--- config.mk ---
export PLATFORM = sky130hd
export DESIGN_NAME = wlru_ram
export DESIGN_NICKNAME = d
export VERILOG_FILES = /design/src/rtl/core/wlru_ram.sv
export SDC_FILE = /design/constraint.sdc
export NUM_CORES = 1
export LEC_CHECK = 0
export BUFFER_PORTS_ARGS = -buffer_cell sky130_fd_sc_hd__buf_4
export CORE_ASPECT_RATIO = 1.5
export CORE_MARGIN = 2
export CORE_UTILIZATION = 55
export CTS_BUF_LIST = sky130_fd_sc_hd__clkbuf_4 sky130_fd_sc_hd__clkbuf_8 sky130_fd_sc_hd__clkbuf_16
export DETAILED_ROUTE_END_ITERATION = 10
export PLACE_DENSITY = 0.77
export RECOVER_POWER = 50
export SLEW_MARGIN = 20
export SYNTH_ARGS = -nofsm -noshare
export SYNTH_HDL_FRONTEND = slang
export SYNTH_SLANG_ARGS = --single-unit
--- constraint.sdc ---
create_clock -name i_clk -period 3.9 [get_ports i_clk]
set_input_delay 0.195 -clock i_clk [delete_from_list [all_inputs] [get_ports i_clk]]
set_output_delay 0.195 -clock i_clk [all_outputs]
set_load 0.02 [all_outputs]
--- src/rtl/core/wlru_ram.sv ---
// ----------------------------------------------------------------------------
// wlru_ram
// Generic single-write, single-read RAM with a registered read port.
// ----------------------------------------------------------------------------
`default_nettype none

module wlru_ram #(
    parameter int WIDTH = 8,
    parameter int DEPTH = 16,
    localparam int AW   = (DEPTH > 1) ? $clog2(DEPTH) : 1
) (
    input  wire logic             i_clk,
    input  wire logic             i_we,
    input  wire logic [AW-1:0]    i_waddr,
    input  wire logic [WIDTH-1:0] i_wdata,
    input  wire logic [AW-1:0]    i_raddr,
    output logic      [WIDTH-1:0] o_rdata
);

    logic [WIDTH-1:0] r_mem [DEPTH];
    logic [WIDTH-1:0] r_rdata;

    // Write port
    always_ff @(posedge i_clk) begin
        if (i_we) begin
            r_mem[i_waddr] <= i_wdata;
        end
    end

    // Registered read port
    always_ff @(posedge i_clk) begin
        r_rdata <= r_mem[i_raddr];
    end

    assign o_rdata = r_rdata;

endmodule : wlru_ram

`default_nettype wire

; ---- After elaboration in Yosys (flattened, before gate mapping)
; Memory sizes are Yosys's and may differ from the RTL's. A register that Yosys moved wholly into a read port is not among the register bits.
; Index checks and enable logic that the tools add are counted.
[totals]
ff_bits = 0
ram_bits = 128
out_inout_bits = 8
word_cells = 3
memories = 1
[mem_list]
columns = name, words, width, read_ports, rd_ports_with_merged_regs, wr, line
row1 = r_mem, 16, 8, 1, 1, 1, 20  ; logic [WIDTH-1:0] r_mem [DEPTH];
[classes]
mux = 2
[op_table]
columns = cell, count
row1 = 1-bit two-way mux, 2

; ---- Depth between registers and ports, before layout
[depth]
word_depth = 2
depth_mapped = 5

; ---- Worst setup path after synthesis
; Ideal clock, no wire load.
[synth_timing]
kind = in2reg
from = input i_waddr[2]
to = memory r_mem[0][0], enable pin
setup_time_ns = 0.383
t_arrival_ns = 1.305
path_slack_ns = 2.212
cell_stages = 2
path_cell_list = or3b_2 -> nor3_1
[synth_rtl]
columns = item, line
row1 = "start, declared", 14  ; input wire logic [AW-1:0] i_waddr,
row2 = "end, declared", 20
; No word-level cell before the write port.

; ---- Worst setup path after layout
[layout_timing]
from = input i_we
to = memory r_mem[3][7], enable pin
[layout_between]
elab_chain_len = 2
[layout_rtl]
columns = item, line
row1 = "start, declared", 13  ; input wire logic i_we,
row2 = 1-bit two-way mux, 25  ; if (i_we) begin
row3 = 1-bit two-way mux (implied by the code), 26  ; r_mem[i_waddr] <= i_wdata;
; Every way passes these cells.

==> flow_metrics.tcl <==
set metrics [dict create \
    die_y_um 122 \
    fin_crit_sh_pct 37.6 \
    clk_pin_slew_ns 0.06 \
    final_cell_mix "edfxtp_1, mux4_2, buf_4" \
    rows 43 \
    status "complete, no violations" \
    skew_ns 0.00679 \
    regArea_um2 4000 \
    drv_slew 0 \
    initial_core_util_pct 55.9 \
    synth.distinct_cells 19 \
    setup_viol 0 \
    fin_nets 284 \
    worstPathCellList "clkbuf_1, or3b_2, nor2_1" \
    hold_class "input port to register" \
    maxClockFrequency_mhz 681 \
    grt_pass1_wl_um 14400 \
    arrival_ns 1.50 \
    port_buffers 25 \
    overflow 0 \
    final_util_pct 64.5 \
    drt-total-wl_um 9480 \
    max_stage_delay_ns 0.65 \
    syn_area_um2 5150 \
    final_common_cell "edfxtp_1" \
    grt_pass1_vias 2502 \
    yosys_warnings 0 \
    grt_util_all_layers_pct 20.4 \
    start_kind "input port" \
    vias 2394 \
    period_minus_slack_ns 1.47 \
    tightest_slew_ns 0.967 \
    crit_buf_inv 1 \
    p_int_w 0.00261 \
    drv_cap 0 \
    multi_input_area_um2 1060 \
    cp_slowest_cell "nor2_1" \
    hold_viol 0 \
    die_area_um2 10200 \
    h-tree-depth 4 \
    synth-seq-cells 136 \
    tns_ns 0 \
    ir_drop_v 0.000357 \
    ctsResizeCount 0 \
    critical_path.top_delay_family "simple AND/OR/NAND/NOR gates" \
    fillCellCount 593 \
    syn-instance-count 229 \
    first_pass_iters 4 \
    cp.required_ns 3.93 \
    layout-drive-gt1-share_pct 25.1 \
    p_comb_share_pct 4.9 \
    clock_latency_ns 0.41 \
    switching_power_w 0.000656 \
    clock-sinks 136 \
    drcViolationCount 0 \
    synth_fp_nets 247 \
    num_antenna_cells 0 \
    cts_hold_buf 0 \
    hpwl_um 5800 \
    drt-initial-drc-count 185 \
    antenna_found_initial 0 \
    cts_tree "done" \
    clock-root-buffer "clkbuf_16" \
    synth.yosys.seq_area_share_pct 77.8 \
    critical_path_class "input port to register" \
    swShare_pct 20.1 \
    routabilityCongestion 0.776 \
    p_leak_nw 1.97 \
    grt_max_degree 33 \
    fp.dieW_um 83.0 \
    via_per_inst 6.12 \
    p_seq_share_pct 50.3 \
    crit_fanout 8 \
    synth_area_per_cell_um2 22.5 \
    cts_setup_buffers 0 \
    cts_made_buffers 17 \
    clk_path_buf_depth 2 \
    wl_per_cell_um 24.2 \
    antenna_left 0 \
    syn_to_final_growth_pct 15.2 \
    timing.slew.headroom_pct 35.3 \
    rsz0062_at_grt "no" \
    ios 26 \
    power_density_nw_per_um2 551 \
    worstSetupEndpointType "register" \
    core_um2 9200 \
    clockPowerShare_pct 44.8 \
]
## power groups by stage
stage | clock network (W) | registers [W] | logic [W]
6_report | 0.00146 | 0.00164 | 0.000159
5_1_grt | 0.00154 | 0.00165 | 0.000172
4_1_cts | 0.00148 | 0.00164 | 0.000166
3_5_place_dp | 0 | 0.00167 | 0.000164
3_3_place_gp | 0 | 0.00167 | 0.000159
2_1_floorplan | 0 | 0.00168 | 0.0000829
## sequential cells by signal, indices dropped and copies added (netlist names)
name and count:
r_mem 128, o_rdata 8
## routing by layer
| layer | share of wire (%) | global-route usage, % | vias to the layer above |
|---|---|---|---|
| met5 | 0 | 0 | - |
| met4 | 1.6 | 9.32 | 0 |
| met3 | 6.5 | 5.85 | 10 |
| met2 | 54 | 33.8 | 121 |
| met1 | 38 | 25.1 | 1218 |
| li1 | - | - | 1045 |
## cell type report
cell class	instances	area share, %
Sequential cell	136	67.5
Multi-Input combinational cell	83	17.9
Clock buffer	22	7.91
Timing Repair Buffer	28	2.91
Tap cell	112	2.36
Clock inverter	10	1.39
## stage by stage
step / instances / instance area, µm² / hold slack [ns] / setup slack (ns) / total power, W
after floorplan: 229 / 5150 / 0.294 / 2.21 / 0.00177
after global placement: 359 / 5410 / 0.498 / 1.91 / 0.00183
after detailed placement: 359 / 5410 / 0.514 / 1.83 / 0.00184
after CTS: 391 / 5960 / 0.0819 / 2.26 / 0.00329
after global routing: 391 / 5930 / 0.202 / 2.34 / 0.00336
final: 391 / 5930 / 0.210 / 2.43 / 0.00327
## synth_stat cells
cell type	instances	area, µm²
nand3_1	1	5.00
nand2b_1	2	12.5
and2b_1	1	7.51
a22oi_1	16	120
mux4_1	14	368
nor3_1	4	20.0
edfxtp_1	128	3840
nand3b_1	2	15.0
buf_4	1	7.51
nor2b_1	1	6.26
dfxtp_1	8	160
clkdlybuf4s25_2	3	30.0
mux4_2	18	405
nor2_1	13	48.8
and2_1	1	6.26
buf_2	3	15.0
nand2_1	9	33.8
buf_6	3	33.8
or3b_2	1	8.76
## worst paths after layout
path,from,to,slack (ns),cells past startpoint
max,i_we,r_mem[3][7]$_DFFE_PP_,2.43,3
min,i_waddr[0],r_mem[0][3]$_DFFE_PP_,0.21,2
max reg2reg,r_mem[1][7]$_DFFE_PP_,o_rdata[7]$_DFF_P_,2.47,3
min reg2reg,r_mem[13][2]$_DFFE_PP_,o_rdata[2]$_DFF_P_,0.67,3
## logic make-up after synthesis
logic type	synth area share, %
AOI/OAI and AO/OA	2.33
buffers and inverters	1.68
DFF	77.8
muxes	15.0
and+or+nand+nor	3.18
Power figures use the tool's default switching activity.
