[config.mk]
export PLATFORM = sky130hd
export DESIGN_NAME = wlru_cmp
export DESIGN_NICKNAME = d
export VERILOG_FILES = /design/src/rtl/core/wlru_pkg.sv /design/src/rtl/core/wlru_cmp.sv
export SDC_FILE = /design/constraint.sdc
export NUM_CORES = 1
export LEC_CHECK = 0
export BUFFER_PORTS_ARGS = -buffer_cell sky130_fd_sc_hd__buf_2
export CORE_MARGIN = 2
export CORE_UTILIZATION = 38
export DETAILED_ROUTE_END_ITERATION = 16
export PLACE_DENSITY = 0.82
export SYNTH_ARGS = -nofsm -noshare
export SYNTH_HDL_FRONTEND = slang
export SYNTH_SLANG_ARGS = --single-unit
export TNS_END_PERCENT = 20
[constraint.sdc]
create_clock -name vclk -period 1.4
set_clock_uncertainty 0.15 [all_clocks]
set_input_delay 0.07 -clock vclk [all_inputs]
set_output_delay 0.07 -clock vclk [all_outputs]
set_load 0.02 [all_outputs]
[src/rtl/core/wlru_pkg.sv]
// ----------------------------------------------------------------------------
// wlru_pkg
// Shared types and constants for the weighted LRU victim select block:
// operation codes, sequencer states and fixed field widths.
// ----------------------------------------------------------------------------
`default_nettype none

package wlru_pkg;

    // Fixed widths of the transaction fields
    localparam int STAMP_BITS  = 48;
    localparam int FUNC_BITS   = 3;
    localparam int SET_BITS    = 8;
    localparam int WAY_BITS    = 4;
    localparam int WT_IN_BITS  = 8;

    // Operation codes
    typedef enum logic [FUNC_BITS-1:0] {
        FN_TOUCH        = 3'd0,
        FN_TOUCH_WEIGHT = 3'd1,
        FN_RESET        = 3'd2,
        FN_INVALIDATE   = 3'd3,
        FN_FIND         = 3'd4
    } t_func;

    // Sequencer states
    typedef enum logic [2:0] {
        ST_CLEAR,
        ST_IDLE,
        ST_WRITE,
        ST_SCAN,
        ST_FLUSH
    } t_state;

endpackage : wlru_pkg

`default_nettype wire

[src/rtl/core/wlru_cmp.sv]
// ----------------------------------------------------------------------------
// wlru_cmp
// Shared victim compare unit: flags a candidate way that beats the current
// best, ordering by weight first and last-use stamp second.
// ----------------------------------------------------------------------------
`default_nettype none

module wlru_cmp #(
    parameter int WEIGHT_BITS = 8
) (
    input  wire logic [WEIGHT_BITS-1:0]          i_cand_weight,
    input  wire logic [wlru_pkg::STAMP_BITS-1:0] i_cand_stamp,
    input  wire logic [WEIGHT_BITS-1:0]          i_best_weight,
    input  wire logic [wlru_pkg::STAMP_BITS-1:0] i_best_stamp,
    output logic                                 o_less
);

    logic [WEIGHT_BITS+wlru_pkg::STAMP_BITS-1:0] cand_key;
    logic [WEIGHT_BITS+wlru_pkg::STAMP_BITS-1:0] best_key;

    // Strictly smaller key wins, so equal keys keep the lower way
    assign cand_key = {i_cand_weight, i_cand_stamp};
    assign best_key = {i_best_weight, i_best_stamp};
    assign o_less   = (cand_key < best_key);

endmodule : wlru_cmp

`default_nettype wire

Yosys cells after proc, flatten, opt, wreduce, memory -nomap -nowiden
Index checks and enable logic that the tools add are counted.
- add/sub/neg operators: 0
- multipliers: 0
- divide/modulo/power cells: 0
- magnitude comparators: 1
- eq/ne operators: 0
- shift-type cells: 0
- muxes and demuxes: 0
- bitwise logic cells: 0
- reduce and logical (&&, ||, !) cells: 0
- operator list (operator ; number):
    $lt A56 B56 Y1 ; 1
- register bits after elaboration: 0
- latch bits: 0
- bits in writable memories: 0
- ROM bits: 0
- bits of input ports: 112
- output and inout bits: 1
- logic and storage cells: 1
- memories: 0

Logic depth before layout (Yosys ltp)
- word-level depth: 1
- gate-level depth with buffers: 8
- gate-level depth less buffers: 8

Worst setup path before layout
OpenSTA, ideal clock, no wires.
- kind: input to output
- start: in i_best_weight[1]
- end: out o_less
- arrival: 1511 ps
- required time: 1180 ps
- slack: -331 ps
- stages on the path: 7
- path buffers: 0
- path through: inv_1 -> ha_1 -> a21o_1 -> a221o_1 -> a221oi_2 -> o211ai_1 -> a41oi_2
- cells in the longest elaborated chain, start to end: 1
- RTL lines (element ; line ; RTL):
    from (decl) ; wlru_cmp.sv:13 ; input wire logic [WEIGHT_BITS-1:0] i_best_weight,
    $lt A56 B56 Y1 ; wlru_cmp.sv:24 ; assign o_less = (cand_key < best_key);
    to (decl) ; wlru_cmp.sv:15 ; output logic o_less
Every way passes these cells.

Worst setup path after layout
Same ends and word-level chain as after synthesis.

==> results.sh <==
export IMPL_seq_area_frac_synth_pct=0
export IMPL_maxSlewViolCount=0
export IMPL_drc=0
export IMPL_synthTopCellsByArea="ha_1, inv_1, a21oi_1, a21o_1, nand2_1"
export IMPL_syn_cell_area_mm2=0.00139
export IMPL_drtIter0Drc=27
export IMPL_ys_warn_count=0
export IMPL_grt_first_pass_wirelength_um=6430
export IMPL_drtAntennaViolNets=0
export IMPL_seq_cell_count=0
export IMPL_io_pins=113
export IMPL_setup_slack_ns=-0.450
export IMPL_power_density_mw_per_mm2=265
export IMPL_min_delay_path_class="input port to output port"
export IMPL_dp_cells=357
export IMPL_worst_pin_slew_ns=0.344
export IMPL_hold_viol=0
export IMPL_seqCellArea_um2=0
export IMPL_die_w_um=64.5
export IMPL_fp_dieH_um=64.5
export IMPL_drt_pass1_iter_count=4
export IMPL_grt_pass1_vias=1773
export IMPL_final_cells=358
export IMPL_layout_min_cycle_time_ns=1.85
export IMPL_syn_to_final_growth_pct=67.4
export IMPL_num_fill_cells=313
export IMPL_core_area_mm2=0.00342
export IMPL_vias_per_cell=4.75
export IMPL_hold_slack_ns=0.570
export IMPL_nets=481
export IMPL_crit_path_end_kind="output port"
export IMPL_synth_most_common_cell="inv_1"
export IMPL_status="complete, but fails checks"
export IMPL_rsz0062_at_grt="yes"
export IMPL_die_area_mm2=0.00416
export IMPL_routedWlPerCell_um=10.3
export IMPL_crit_required_ns=1.18
export IMPL_leakage_nw=1.41
export IMPL_maxCapViolCount=0
export IMPL_grt_ovfl_total=0
export IMPL_via_count=1700
export IMPL_fmax_mhz=540
export IMPL_yosys_area_top_type="ha_1"
export IMPL_start_util_pct=40.7
export IMPL_setup_viol=1
export IMPL_violations="negative setup slack"
export IMPL_nClkBuffers=0
export IMPL_synth_top_cell_area_share_pct=49.5
export IMPL_grt_max_degree=4
export IMPL_avgSynthCellArea_um2=7.32
export IMPL_diodes=0
export IMPL_finalCritPeriodShare_pct=132
export IMPL_placementRows=21
export IMPL_start_kind="input port"
export IMPL_drive_gt1_share_pct=51.3
export IMPL_syn_inst=190
export IMPL_dpl_hpwl_um=3630
export IMPL_place_port_buffers=113
export IMPL_ctsHoldBuffers=0
export IMPL_dpl_instance_area_mm2=0.00229
export IMPL_crit_arrival_ns=1.63
export IMPL_track_usage_pct=18.2
export IMPL_crit_type="input port to output port"
export IMPL_gp_congestion=0.705
export IMPL_slew_headroom_pct=76.9
export IMPL_antenna_found_initial=0
export IMPL_drt_wl_total_um=3700
export IMPL_synthesis_nets=357
export IMPL_critPathLaunch="i_best_weight[1]"
export IMPL_post_route_cell_area_mm2=0.00233
export IMPL_netlist_top_cells_count="inv_1, ha_1, a21oi_1"
export IMPL_hp_start="i_cand_weight[7]"
export IMPL_yosys_cell_types_count=25
export IMPL_path_max_fanout=2
export IMPL_peakVddDrop_uv=144
export IMPL_place_ws_ns=-0.546
worst max-delay path: stages:
cell      delay, ns
buf_2          0.10
inv_2          0.06
ha_4           0.19
a21o_1         0.15
a221o_1        0.34
a221oi_2       0.28
o211ai_1       0.13
a41oi_2        0.16
buf_4          0.16
path summary, 6_finish.rpt:
| check | slack, ns | to | depth (start not counted) |
|---|---|---|---|
| setup / recovery | -0.45 | o_less | 9 |
| hold / removal | 0.57 | o_less | 6 |
layer usage:
metal | vias up | part of all wire, % | global-route usage [%]
met2 | 72 | 54 | 38.4
li1 | 904 | - | -
met5 | - | 0 | 0
met1 | 720 | 37 | 19.7
met3 | 4 | 7.7 | 1.56
met4 | 0 | 1.1 | 1.86
power breakdown:
group	leakage, nW	internal, W	switching (W)
sequential	0	0	0
clock	0	0	0
combinational	1.41	0.000341	0.000274
total	1.41	0.000341	0.000274
placed cells by master (no fill, tap or decap), types with 6 or more instances in the layout:
cell	count
nand2_1	11
inv_1	44
buf_4	10
ha_1	39
nand4_1	6
a21o_1	10
buf_2	111
inv_2	8
ha_4	16
a21oi_1	17
final cells by class:
class | count | area [um^2] | share of cell area, %
well taps | 46 | 57.6 | 2.47
repair buffers | 122 | 642 | 27.6
inverters | 56 | 220 | 9.46
multi-input cells | 134 | 1410 | 60.5
cells by family after synthesis:
family / count (synthesis) / synth area share, %
buf+inv: 56 / 15.1
simple gates: 32 / 13.1
compound gates: 47 / 22.2
fa+ha+maj: 55 / 49.5
per-stage QoR:
stage / utilization (%) / TNS (ns) / total power, W
floorplan: - / -0.251 / 0.000334
global placement: 67.1 / -0.476 / 0.000586
detailed placement: 67.1 / -0.546 / 0.000609
CTS: 68.1 / -0.458 / 0.000628
global route: 68.1 / -0.550 / 0.000714
finish: 68.1 / -0.450 / 0.000616
what timing repair did:
item,in CTS,in global routing
buffers inserted,1,0
setup endpoints to repair,1,1
gates resized for setup,6,0
pin swaps,11,0
(Power assumes the default switching activity.)
